### src/rtl/mdc_ram.sv
// generic single-port-write ram with registered read
module mdc_ram #(
    parameter int WIDTH = 32,
    parameter int DEPTH = 64
) (
    input  logic                     clk,
    input  logic                     we,
    input  logic [$clog2(DEPTH)-1:0] waddr,
    input  logic [WIDTH-1:0]         wdata,
    input  logic [$clog2(DEPTH)-1:0] raddr,
    output logic [WIDTH-1:0]         rdata
);
    logic [WIDTH-1:0] mem_reg [DEPTH];

    always_ff @(posedge clk)
    begin
        if (we)
        begin
            mem_reg[waddr] <= wdata;
        end
        rdata <= mem_reg[raddr];
    end
endmodule

### config.mk
export PLATFORM = sky130hd
export DESIGN_NAME = mdc_ram
export DESIGN_NICKNAME = d
export VERILOG_FILES = /design/src/rtl/mdc_ram.sv
export SDC_FILE = /design/constraint.sdc
export NUM_CORES = 2
export LEC_CHECK = 0
export BUFFER_PORTS_ARGS = -buffer_cell sky130_fd_sc_hd__buf_4
export CAP_MARGIN = 25
export CORE_ASPECT_RATIO = 0.7
export CORE_UTILIZATION = 31
export DETAILED_ROUTE_END_ITERATION = 8
export GPL_TIMING_DRIVEN = 0
export SLEW_MARGIN = 20
export SYNTH_ARGS = -nofsm -noshare
export SYNTH_HDL_FRONTEND = slang
export SYNTH_SLANG_ARGS = --single-unit
### constraint.sdc
create_clock -name clk -period 4.8 [get_ports clk]
set_input_delay 0.48 -clock clk [delete_from_list [all_inputs] [get_ports clk]]
set_output_delay 0.48 -clock clk [all_outputs]
set_load 0.05 [all_outputs]
Word level (Yosys, flattened, before mapping)
Memory sizes are Yosys's and may differ from the RTL's. A register that Yosys moved wholly into a read port is not among the register bits.
Index checks and enable logic that the tools add are counted.
Cells by class
  add/sub/neg operators: 0
  multipliers: 0
  div/mod/pow operators: 0
  order comparisons: 0
  equality and inequality tests: 0
  shift-type cells: 0
  muxes and demuxes: 2
  bitwise operators: 0
  reduce and logical (&&, ||, !) cells: 0
Operators by type and width (count)
  $mux W1: 2
Word-level totals
  register bits after elaboration: 0
  bits in latches: 0
  memory bits (writable): 2048
  bits in read-only memories: 0
  input port bits: 46
  output and inout port bits: 32
  logic and storage cells: 3
  memories: 1
Memory list
  mem_reg: words 64, bits a word 32, read ports 1, clocked after Yosys merged registers in 1, wr ports 1, line 13  | logic [WIDTH-1:0] mem_reg [DEPTH];

Logic depth before layout (Yosys ltp)
  word-level depth: 2
  mapped depth: 10
  mapped depth without buffers: 5

Worst setup path after synthesis
No wires, ideal clock.
  path kind: input -> register
  start point: input waddr[3]
  end point: memory mem_reg[48][0] (enable)
  setup time: 0.461 ns
  arrival time: 3.179 ns
  data required time: 4.339 ns
  path slack: 1.160 ns
  cell stages on the path: 4
  path buffers: 1
  path through: clkbuf_1 nor2b_1 nand4b_1 nor3_1
RTL lines
  start: declaration: line 8  | input logic [$clog2(DEPTH)-1:0] waddr,
  end: declaration: line 13
Straight into the memory's write port.

==> results.py <==
metrics = {
    "run_status": {
        "outcome": "complete, but fails checks",
        "failed_checks": "design-rule violations",
    },
    "routing": {
        "post_drt_wl_per_cell_um": 33.69,
        "ant_nets": 0,
        "vias_per_cell": 5.497,
        "num_vias": 39895,
        "dr.pass1.iters": 8,
        "drt_wl_total_mm": 244.5,
        "drc_errors": 2,
        "drt_iter0_markers": 6712,
    },
    "timing": {
        "slew_headroom_pct": 20.08,
        "fin_crit_ns": 4.284,
        "final_hold_viol_count": 0,
        "finClkSkew_ns": 0.07758,
        "fmax_mhz": 233.5,
        "rsz0062_at_grt": "false",
        "maxSlewViolCount": 0,
        "setup_viol_count_final": 0,
        "hold_ws_ns": 0.1751,
        "worstMarginPinSlew_ns": 1.194,
        "post-route-period-util_pct": 89.24,
    },
    "worst_setup_path": {
        "endpoint_kind": "register",
        "cp_slowest_stage_delay_ns": 0.83,
        "slowest_stage": "buf_1",
        "critPathTopFamily": "buffers and inverters",
        "crit_fanout": 10,
        "r2r-start": "mem_reg[63][15]",
        "required_ns": 5.45,
        "arrival_ns": 4.93,
        "cp_num_cells": 9,
        "crit_path_frequent_cell": "buf_2",
        "reg2reg_depth": 5,
        "critical_path_class": "primary input to register",
        "path_cells": "buf_2, buf_2, buf_2, buf_1, nand3b_1, o221ai_1, a21oi_1, a21oi_1, nor2_1",
        "critPathLaunchType": "primary input",
        "r2r-end": "rdata[15]",
        "cp_num_buf_inv": 4,
        "reg2reg_slack_ns": 2.21,
    },
    "global_routing": {
        "grt_max_degree": 65,
        "track_usage_pct": 18.92,
        "grt_pass1_vias": 38161,
        "antenna_found_initial": 13,
        "grt_pass1_wl_mm": 329.5,
        "grt_overflow_total": 0,
    },
    "clocking": {
        "path_clk_slew_ns": 0.06,
        "cts_sinks": 2080,
        "postCtsSetupRepairBufs": 0,
        "clockBufferDepth": 4,
        "clk_latency_ns": 0.89,
        "cts-root-buf": "clkbuf_16",
        "cts_max_level": 4,
        "cts_tree": "built",
        "holdBufCountCts": 0,
        "cts.repair.resized": 0,
        "cts_buffers": 204,
    },
    "layout": {
        "drive_gt1_share_pct": 31.27,
        "nFillCells": 22488,
        "multiInputGateArea_sq_um": 15980,
        "fin_nets": 3792,
        "largest_reg_flops": 2048,
        "seq_area_sq_um": 62140,
        "area_growth_pct": 18.99,
    },
    "min_path": {
        "min_from": "wdata[8]",
        "holdPathEnd": "mem_reg[36][8]",
        "hold_path_depth": 1,
        "hp-class": "primary input to register",
    },
    "placed_design": {
        "gp_congestion": 0.8739,
        "hpwl_mm": 165.1,
        "io_buffers": 69,
    },
    "synthesis": {
        "synth.cell_area_sq_um": 78520,
        "postSynthNetCount": 3370,
        "yosysUniqueCellTypes": 34,
        "ys.flop_type": "edfxtp_1",
        "synth-async-reset-ratio_pct": 0,
        "yosysMostFrequentCell": "edfxtp_1",
        "synth.area.top_cells": "edfxtp_1 (78%), mux4_2 (16%), mux2i_1 (1.2%)",
        "syn_avg_cell_area_sq_um": 23.62,
        "synth_top_cell_area_share_pct": 78.33,
        "synth_commonest_cells": "edfxtp_1 (2,048), mux4_2 (544), nor2_1 (137)",
        "netlist_instances": 3324,
        "ys_seq_area_share_pct": 79.14,
        "synth_area_leader_cell": "edfxtp_1",
        "ys_ff_latch": 2080,
        "synth_edf_count": 2048,
        "ys_warn_count": 0,
    },
    "run": {
        "maxCapViolCount": 0,
    },
    "floorplan": {
        "start_util_pct": 31.20,
        "dieArea_sq_um": 255300,
        "die_w_um": 603.5,
        "coreArea_sq_um": 251600,
        "rows": 154,
        "die_h_um": 423.1,
        "num_io_pins": 78,
    },
    "power_and_ir_drop": {
        "p_total_w": 0.03858,
        "powerDensity_nw_per_um2": 413.0,
        "power.leakage_nw": 28.78,
        "max-vdd-ir-drop_mv": 0.3297,
    },
}
-- cells by family (layout without fill, tap and decap cells) --
kind of cell / after synthesis / count (layout) / synth area share, %
mux: 637 / 637 / 16.79
buf+inv: 182 / 760 / 1.128
compound gates: 202 / 202 / 1.673
simple gates: 223 / 223 / 1.265
flops: 2080 / 2080 / 79.14
other cells: 0 / 2 / 0
-- through the flow --
step	utilization, %	TNS [ns]	cell area (sq um)	worst slack [ns]	std cells
finish	37.13	0	93430	0.5164	7258
global route	37.12	0	93420	0.7178	7257
CTS	37.10	0	93350	0.7644	7251
detailed placement	34.51	-0.4915	86840	-0.1399	6889
global placement	33.07	-974.01	83230	-2.388	6747
floorplan	-	0	78520	1.160	3324
-- report_power, final --
part	leakage [nW]	switching (W)	internal (W)
registers	18.7	0.0000390	0.0201
logic	6.91	0.00167	0.000740
clock network	3.18	0.00696	0.00906
-- routing by layer --
| metal | GRT usage (%) | vias to the layer above | share of wire, % |
|---|---|---|---|
| met3 | 6.984 | 417 | 14 |
| met1 | 26.95 | 21639 | 40 |
| li1 | - | 15155 | - |
| met2 | 26.79 | 2674 | 42 |
| met4 | 5.850 | 10 | 3.3 |
| met5 | 0 | - | 0.023 |
-- worst reg2reg max path: stages (launching register included) --
cell and delay, ns:
edfxtp_1 0.37, mux4_2 0.51, o22ai_1 0.29, nor2_1 0.33, a21oi_1 0.68, nor2_1 0.20
-- cell usage in the layout (no fill, tap or decap), drive strengths merged --
cell type  synthesis  routed
edfxtp          2048    2048
mux4             544     544
buf              108     324
clkbuf            74     311
nor2             137     137
mux2i             93      93
clkinv             0      90
o22ai             84      84
a21oi             62      62
dfxtp             32      32
o221ai            27      27
nand2             26      26
bufinv             0      22
nor2b             15      15
a22oi             12      12
nand2b             8       8
a311oi             8       8
clkinvlp           0       7
nor3               7       7
inv                0       6
nand3b             5       5
nand3              5       5
or3b               5       5
and3               4       4
a41o               4       4
o32ai              4       4
or3                3       3
or2                3       3
diode              0       2
and2               2       2
nand4              2       2
a31oi              1       1
nand4b             1       1
-- how the worst max path moves through the flow --
stage / startpoint / end / slack, ns
after floorplan: waddr[3] / mem_reg[48][0] / 1.16
after global placement: waddr[3] / mem_reg[48][9] / -2.39
after global routing: raddr[1] / rdata[15] / 0.72
final: raddr[1] / rdata[15] / 0.52
after detailed placement: raddr[1] / rdata[13] / -0.14
after CTS: raddr[1] / rdata[13] / 0.76
-- cell type report --
class | instances | area share (%)
Antenna cell | 2 | 0.005357
Buffer | 182 | 0.9763
Clock buffer | 237 | 5.665
Clock inverter | 125 | 1.306
Multi-Input combinational cell | 1062 | 17.10
Sequential cell | 2080 | 66.51
Tap cell | 3354 | 4.492
Timing Repair Buffer | 216 | 3.944
(Power assumes the default switching activity.)
