===== config.mk =====
export PLATFORM = sky130hd
export DESIGN_NAME = mdc_qmul
export DESIGN_NICKNAME = d
export VERILOG_FILES = /design/src/rtl/mdc_pkg.sv /design/src/rtl/mdc_qmul.sv
export SDC_FILE = /design/constraint.sdc
export NUM_CORES = 2
export LEC_CHECK = 0
export BUFFER_PORTS_ARGS = -buffer_cell sky130_fd_sc_hd__buf_2
export CAP_MARGIN = 20
export CORE_UTILIZATION = 45
export CTS_CLUSTER_DIAMETER = 100
export DETAILED_ROUTE_END_ITERATION = 8
export GPL_TIMING_DRIVEN = 0
export PLACE_DENSITY = 0.74
export REMOVE_ABC_BUFFERS = 1
export SETUP_SLACK_MARGIN = 0.4
export SYNTH_ARGS = -nofsm -noshare
export SYNTH_HDL_FRONTEND = slang
export SYNTH_SLANG_ARGS = --single-unit

===== constraint.sdc =====
create_clock -name clk -period 8.4 [get_ports clk]
set_input_delay 0.84 -clock clk [delete_from_list [all_inputs] [get_ports clk]]
set_output_delay 0.84 -clock clk [all_outputs]
set_load 0.02 [all_outputs]

===== src/rtl/mdc_pkg.sv =====
// shared types, constants and saturation helper for the cofactor determinant block
package mdc_pkg;

    localparam int MAX_N_DEF = 8;
    localparam int SIZE_W    = 4;
    localparam int ELEM_W    = 32;
    localparam int DET_W     = 48;

    typedef logic signed [ELEM_W-1:0] elem_t;
    typedef logic signed [DET_W-1:0]  det_t;

    typedef struct packed {
        logic done;
        logic sat;
    } qmul_stat_t;

    // {saturated, value} for a sum one bit wider than a determinant word
    function automatic logic [DET_W:0] sat_det(input logic signed [DET_W:0] s);
        logic [DET_W:0] r;
        if (s[DET_W] != s[DET_W-1])
        begin
            r = {1'b1, s[DET_W], {(DET_W-1){~s[DET_W]}}};
        end
        else
        begin
            r = {1'b0, s[DET_W-1:0]};
        end
        return r;
    endfunction

endpackage


===== src/rtl/mdc_qmul.sv =====
// multi-cycle rounding fixed-point multiplier, element by determinant word
module mdc_qmul (
    input  logic               clk,
    input  logic               rst_n,
    input  logic               start,
    input  mdc_pkg::elem_t     a,
    input  mdc_pkg::det_t      b,
    output mdc_pkg::det_t      res,
    output mdc_pkg::qmul_stat_t stat
);
    import mdc_pkg::*;

    logic [1:0]        phase_reg, phase_next;
    logic [ELEM_W-1:0] ua_reg;
    logic [DET_W-1:0]  ub_reg;
    logic              neg_reg;
    logic [63:0]       p0_reg;
    logic [47:0]       p1_reg;
    det_t              res_reg;
    logic              done_reg, done_next;
    logic              sat_reg;
    logic [63:0]       m;
    logic [63:0]       lim;
    logic [63:0]       mc;
    logic              msat;

    always_comb
    begin
        m    = ((p0_reg + 64'h8000) >> 16) + {p1_reg, 16'h0};
        lim  = neg_reg ? 64'h8000_0000_0000 : 64'h7FFF_FFFF_FFFF;
        msat = m > lim;
        mc   = msat ? lim : m;
    end

    always_comb
    begin
        phase_next = phase_reg;
        done_next  = 1'b0;
        case (phase_reg)
            2'd0:
            begin
                if (start)
                begin
                    phase_next = 2'd1;
                end
            end
            2'd1: phase_next = 2'd2;
            2'd2: phase_next = 2'd3;
            default:
            begin
                phase_next = 2'd0;
                done_next  = 1'b1;
            end
        endcase
    end

    always_ff @(posedge clk or negedge rst_n)
    begin
        if (!rst_n)
        begin
            phase_reg <= 2'd0;
            done_reg  <= 1'b0;
        end
        else
        begin
            phase_reg <= phase_next;
            done_reg  <= done_next;
        end
    end

    always_ff @(posedge clk)
    begin
        if (phase_reg == 2'd0 && start)
        begin
            ua_reg  <= a[ELEM_W-1] ? (~a + 1'b1) : a;
            ub_reg  <= b[DET_W-1] ? (~b + 1'b1) : b;
            neg_reg <= a[ELEM_W-1] ^ b[DET_W-1];
        end
        if (phase_reg == 2'd1)
        begin
            p0_reg <= 64'(ua_reg) * 64'(ub_reg[31:0]);
        end
        if (phase_reg == 2'd2)
        begin
            p1_reg <= 48'(ua_reg) * 48'(ub_reg[47:32]);
        end
        if (phase_reg == 2'd3)
        begin
            res_reg <= neg_reg ? det_t'(~mc[DET_W-1:0] + 1'b1) : det_t'(mc[DET_W-1:0]);
            sat_reg <= msat;
        end
    end

    assign res       = res_reg;
    assign stat.done = done_reg;
    assign stat.sat  = sat_reg;
endmodule


Word level (Yosys, flattened, before mapping)
Cells that the tools add are included.

Flip-flop bits (word level): 245. Input port bits: 83. Output and inout port bits: 50. Logic and storage cells: 38.

$add $sub $neg: 5. Multiply operators: 2. $lt $le $gt $ge: 1. Eq/ne operators: 4. Mux-type cells: 8. Bitwise operators: 4. Reduce and logical (&&, ||, !) cells: 3.

Operators with widths (number): two-way mux 48 bit (3); adder 48 x 1 -> 48 bit (second input constant) (2); inverter 48 bit (2); adder 48 x 64 -> 64 bit (1); adder 64 x 16 -> 64 bit (second input constant) (1); > comparator 64 x 48 -> 1 bit (1); multiplier 32 x 32 -> 64 bit (1); multiplier 32 x 16 -> 48 bit (1); two-way mux 47 bit (1); adder 32 x 1 -> 32 bit (second input constant) (1); inverter 32 bit (1); two-way mux 31 bit (1); case mux 2 bit (3 select lines) (1); == test 2 bit (second input constant) (2); OR reduction 3 bit (1); == test 2 x 1 -> 1 bit (second input constant) (1); zero test 2 bit (1); two-way mux 2 bit (1); inequality test 2 bit (second input constant) (1); logical AND 1 bit (1); two-way mux 1 bit (1); bitwise XOR 1 bit (1).

Logic depth before layout (Yosys ltp)
Depth after elaboration: 7. Mapped depth: 41. Depth with buffers taken out: 37.

Worst setup path after synthesis
Ideal clock, no wire load.

Path type: register -> register. Start: reg p0_reg[15]. End: reg res_reg[8], in the netlist res[8], data pin. Library setup time: 277 ps. Arrival time: 8260 ps. Data required time: 8123 ps. Path slack: -137 ps. Cell stages (with the launch flop): 40. Clock period less this slack: 8537 ps. Cell sequence: edfxtp_1 -> ha_1 -> nand2_1 -> nor3_1 -> nand2_1 -> nor3_1 -> nand2_1 -> or2_2 -> inv_1 -> nand3_1 -> xnor2_1 -> ha_1 -> clkbuf_1 -> nand4_1 -> or3_1 -> nor2_1 -> o211a_1 -> nor2_1 -> [4 not listed] -> or4_1 -> nor4_1 -> a21oi_1 -> a2111oi_0 -> nand4_1 -> a2111oi_2 -> nand4_2 -> nor2_4 -> inv_2 -> buf_2 -> buf_1 -> o21ai_0 -> ha_1 -> clkbuf_1 -> clkbuf_1 -> nand2_1 -> o22ai_1 -> a32oi_1.

Word-level cells in the longest chain between the ends: 7.

Ends and longest elaborated chain: from (decl) (line mdc_qmul.sv:17) `logic [63:0] p0_reg;`; from (signal assigned) (line mdc_qmul.sv:81) `p0_reg <= 64'(ua_reg) * 64'(ub_reg[31:0]);`; adder 64 x 16 -> 64 bit * (line mdc_qmul.sv:29) `m = ((p0_reg + 64'h8000) >> 16) + {p1_reg, 16'h0};`; adder 48 x 64 -> 64 bit * (line mdc_qmul.sv:29); > comparator 64 x 48 -> 1 bit * (line mdc_qmul.sv:31) `msat = m > lim;`; named net msat (line mdc_qmul.sv:25) `logic msat;`; two-way mux 48 bit * (line mdc_qmul.sv:32) `mc = msat ? lim : m;`; inverter 48 bit (line mdc_qmul.sv:89) `res_reg <= neg_reg ? det_t'(~mc[DET_W-1:0] + 1'b1) : det_t'(mc[DET_W-1:0]);`; adder 48 x 1 -> 48 bit (line mdc_qmul.sv:89); two-way mux 48 bit * (line mdc_qmul.sv:89); to (signal assigned) (line mdc_qmul.sv:89); to (decl) (line mdc_qmul.sv:19) `det_t res_reg;`.

The timed path passes the listed nets; every way through them passes the cells marked *. A chain may end at the register's enable or synchronous reset.

Worst setup path after layout
Start: reg ub_reg[28]. End: reg p0_reg[62], data pin.

Word-level cells in the longest chain between the ends: 1.

Ends and longest elaborated chain: from (decl) (line mdc_qmul.sv:15) `logic [DET_W-1:0] ub_reg;`; from (signal assigned) (line mdc_qmul.sv:76) `ub_reg <= b[DET_W-1] ? (~b + 1'b1) : b;`; multiplier 32 x 32 -> 64 bit (line mdc_qmul.sv:81).

Every way passes these cells.

==> flow_summary_export.csv <==
group,metric,value,unit
run_status,status,"finished clean",
synthesis,synth_async_sr_flop_share,0.0130,
critical_path,startpoint,"ub_reg[28]",
die,dieArea,0.140,mm²
route,wl_per_cell,22.2,µm
synthesis,ys_seq_elements,230,
cts,worstSkewPairLatency,0.61,ns
die,die_w,375,µm
cells_and_area,nets,9014,
cts,htreeDepth,1,
synthesis,syn_area_per_cell,9.02,µm²
worst_hold_path,min_path_type,"primary input to async pin",
route,drc,0,
cts,cts_made_buffers,28,
timing,hold_viol,0,
timing,slew_headroom,0.314,
timing,finalClockSkew,0.0242,ns
critical_path,worstPathArrival,8.67,ns
synthesis,syn_area,0.0626,mm²
cts,cts_tree,"done",
critical_path,critical_path.max_fanout,17,
critical_path,reg2reg_depth,26,
critical_path,reg2reg_slack,0.06,ns
critical_path,crit_required,8.73,ns
synthesis,yosysWarnings,0,
die,die_y,375,µm
synthesis,ys_seq_area_frac,0.110,
cts,clockRootBuffer,"clkbuf_16",
timing,fmax,120,MHz
critical_path,start_kind,"flop",
synthesis,synth_edf_count,227,
timing,slew_violations,0,
placed_design,dp_hpwl,148000,µm
cts,clk_pin_slew,0.06,ns
synthesis,synthAdderAreaFrac,0.514,
synthesis,synthSimpleGateAreaFrac,0.163,
cells_and_area,final_cell_area,0.0728,mm²
global_route,antenna_found_initial,7,
cts,cts.sinks,230,
synthesis,synth_top_family_by_area,"adder cells",
cells_and_area,largest_reg_flops,49,
timing,finalSetupViolCount,0,
timing,grt_setup_unrepaired,"true",
route,postRouteAntennaNets,0,
route,vias,51500,
cts,cts_buffer_depth,3,
critical_path,r2r_end,"p0_reg[62]",
placed_design,dpl_cell_area,0.0679,mm²
cells_and_area,drive_above_1_share,0.121,
placed_design,gp_congestion,0.911,
route,drt-initial-drc-count,4535,
cells_and_area,area_growth,16.4,%
global_route,grt_pass1_wl,304000,µm
placed_design,io_buffers,132,
timing,period_minus_slack,8.34,ns
cells_and_area,fill_cells,11500,
synthesis,syn_inst,6938,
global_route,grt_pass1_vias,54700,
critical_path,critical_path_class,"flop to flop",
global_route,grt_use_total,0.278,
synthesis,synth_mux_area_frac,0.00274,
synthesis,synth_flop_cell,"edfxtp_1",
synthesis,synth_cell_types,92,
route,via_per_inst,5.74,
critical_path,r2r-start,"ub_reg[28]",
synthesis,synth-compound-area-share,0.0658,
global_route,grt.overflow.total,0,
route,drt-total-wl,199000,µm
die,rows,136,
die,coreArea,0.138,mm²
global_route,grt_max_degree,61,
critical_path,crit_path_end,"p0_reg[62]",
die,initial_core_util,0.454,
synthesis,synth_xor_area_frac,0.0333,
route,dr.pass1.iters,8,
die,io_pins,133,
run,maxCapViolCount,0,
timing,period_share,0.993,
timing,worst_pin_slew,1.03,ns
critical_path,end_kind,"flop",
[how the worst min path moves through the flow]
| stage | slack [ns] | start | end | cells past startpoint |
|---|---|---|---|---|
| after floorplan | 0.54 | rst_n | done_reg | 0 |
| after global placement | 0.56 | phase_reg[1] | done_reg | 1 |
| after detailed placement | 0.58 | phase_reg[1] | done_reg | 1 |
| after CTS | 0.0004 | rst_n | done_reg | 1 |
| after global routing | 0.01 | rst_n | done_reg | 1 |
| final | 0.03 | rst_n | done_reg | 1 |
[area by class of cell]
cell class              count  area, µm²  share of cell area
repair inverters            4       37.5            0.000515
repair buffers            538       6840              0.0939
clock buffers              32        716             0.00983
multi-input cells        4881      50400               0.692
flip-flops and latches    230       6890              0.0946
inverters                1465       5530              0.0760
diodes                      4       10.0            0.000137
clock inverters            18        143             0.00196
well taps                1794       2240              0.0308
[kinds of logic (layout without fill, tap and decap cells)]
logic type	Yosys count	after routing
xor gates and xnor gates	238	238
AOI/OAI and AO/OA	613	613
DFF	230	230
adders and majority gates	1783	1783
and+or+nand+nor	2229	2230
muxes	17	17
other	0	4
buffers and inverters	1828	2057
[layout by cell type, fill, tap and decap left out, drive strengths merged, types with 16 or more instances in the layout]
master and count:
a211oi 19, a21o 61, a21oi 146, a31oi 25, and2 378, and3 30
buf 531, clkbuf 39, edfxtp 227, fa 1314, ha 469, inv 1471
mux2i 16, nand2 1322, nand3 72, nand4 52, nor2 174, nor3 64
nor4 23, o211ai 18, o21a 26, o21ai 117, o22ai 21, o31ai 31
or3 20, or4 24, xnor2 192, xor2 46
[critical path, cell delays in order, from the launching register on]
cell,delay (ns)
edfxtp_1,0.81
buf_16,0.34
and2_1,0.18
fa_1,0.47
inv_1,0.05
fa_1,0.55
fa_1,0.43
fa_1,0.49
inv_1,0.05
fa_1,0.51
inv_1,0.06
fa_1,0.45
fa_1,0.49
inv_1,0.05
fa_1,0.43
ha_1,0.34
a21o_1,0.18
a21o_1,0.20
a21oi_1,0.25
and2_1,0.28
nand3_4,0.10
a21oi_4,0.25
o211ai_1,0.20
buf_4,0.19
nand3_1,0.14
nor2_1,0.11
a221oi_4,0.42
[metrics by stage]
step,worst slack [ns],TNS [ns],util,instances,hold WS (ns)
after floorplan,-0.544,-8.72,-,6575,0.538
after global routing,-0.0318,-0.0318,0.529,8963,0.0119
after detailed placement,-3.28,-119.27,0.493,8647,0.579
after global placement,-3.43,-185.30,0.465,8501,0.563
after CTS,0.387,0,0.516,8873,0.000449
final,0.0592,0,0.529,8966,0.0301
[routing by layer]
layer / global-route usage / part of all wire / vias up
met5: 0 / 0.00031 / -
met4: 0.147 / 0.069 / 8
met3: 0.0899 / 0.13 / 967
met2: 0.436 / 0.45 / 3303
li1: - / - / 21600
met1: 0.340 / 0.36 / 25600
[cells in the mapped netlist, drive strengths merged (21+ instances only)]
cell / count / area share
o21a: 26 / 0.0031
o22ai: 21 / 0.0021
nor4: 23 / 0.0027
o21ai: 117 / 0.0094
a21oi: 146 / 0.012
clkbuf: 345 / 0.021
a21o: 61 / 0.0073
nor2: 173 / 0.011
xor2: 46 / 0.0064
fa: 1314 / 0.42
o31ai: 31 / 0.0039
and2: 378 / 0.038
xnor2: 192 / 0.027
nand4: 52 / 0.0053
nand3: 72 / 0.0058
ha: 469 / 0.094
nor3: 64 / 0.0052
inv: 1465 / 0.088
edfxtp: 227 / 0.11
and3: 30 / 0.0030
a31oi: 25 / 0.0025
nand2: 1322 / 0.079
or4: 24 / 0.0033
[repair_timing]
action                     CTS  global route
gates cloned                 3             5
pin swaps                   68           101
hold buffers                 0             0
resized for setup          170           202
buffers inserted           173            81
setup endpoints to repair   96            71
Power is left out: the tool's default activity adds up to more than one toggle a clock period on the data nets, which glitch-free logic cannot reach.
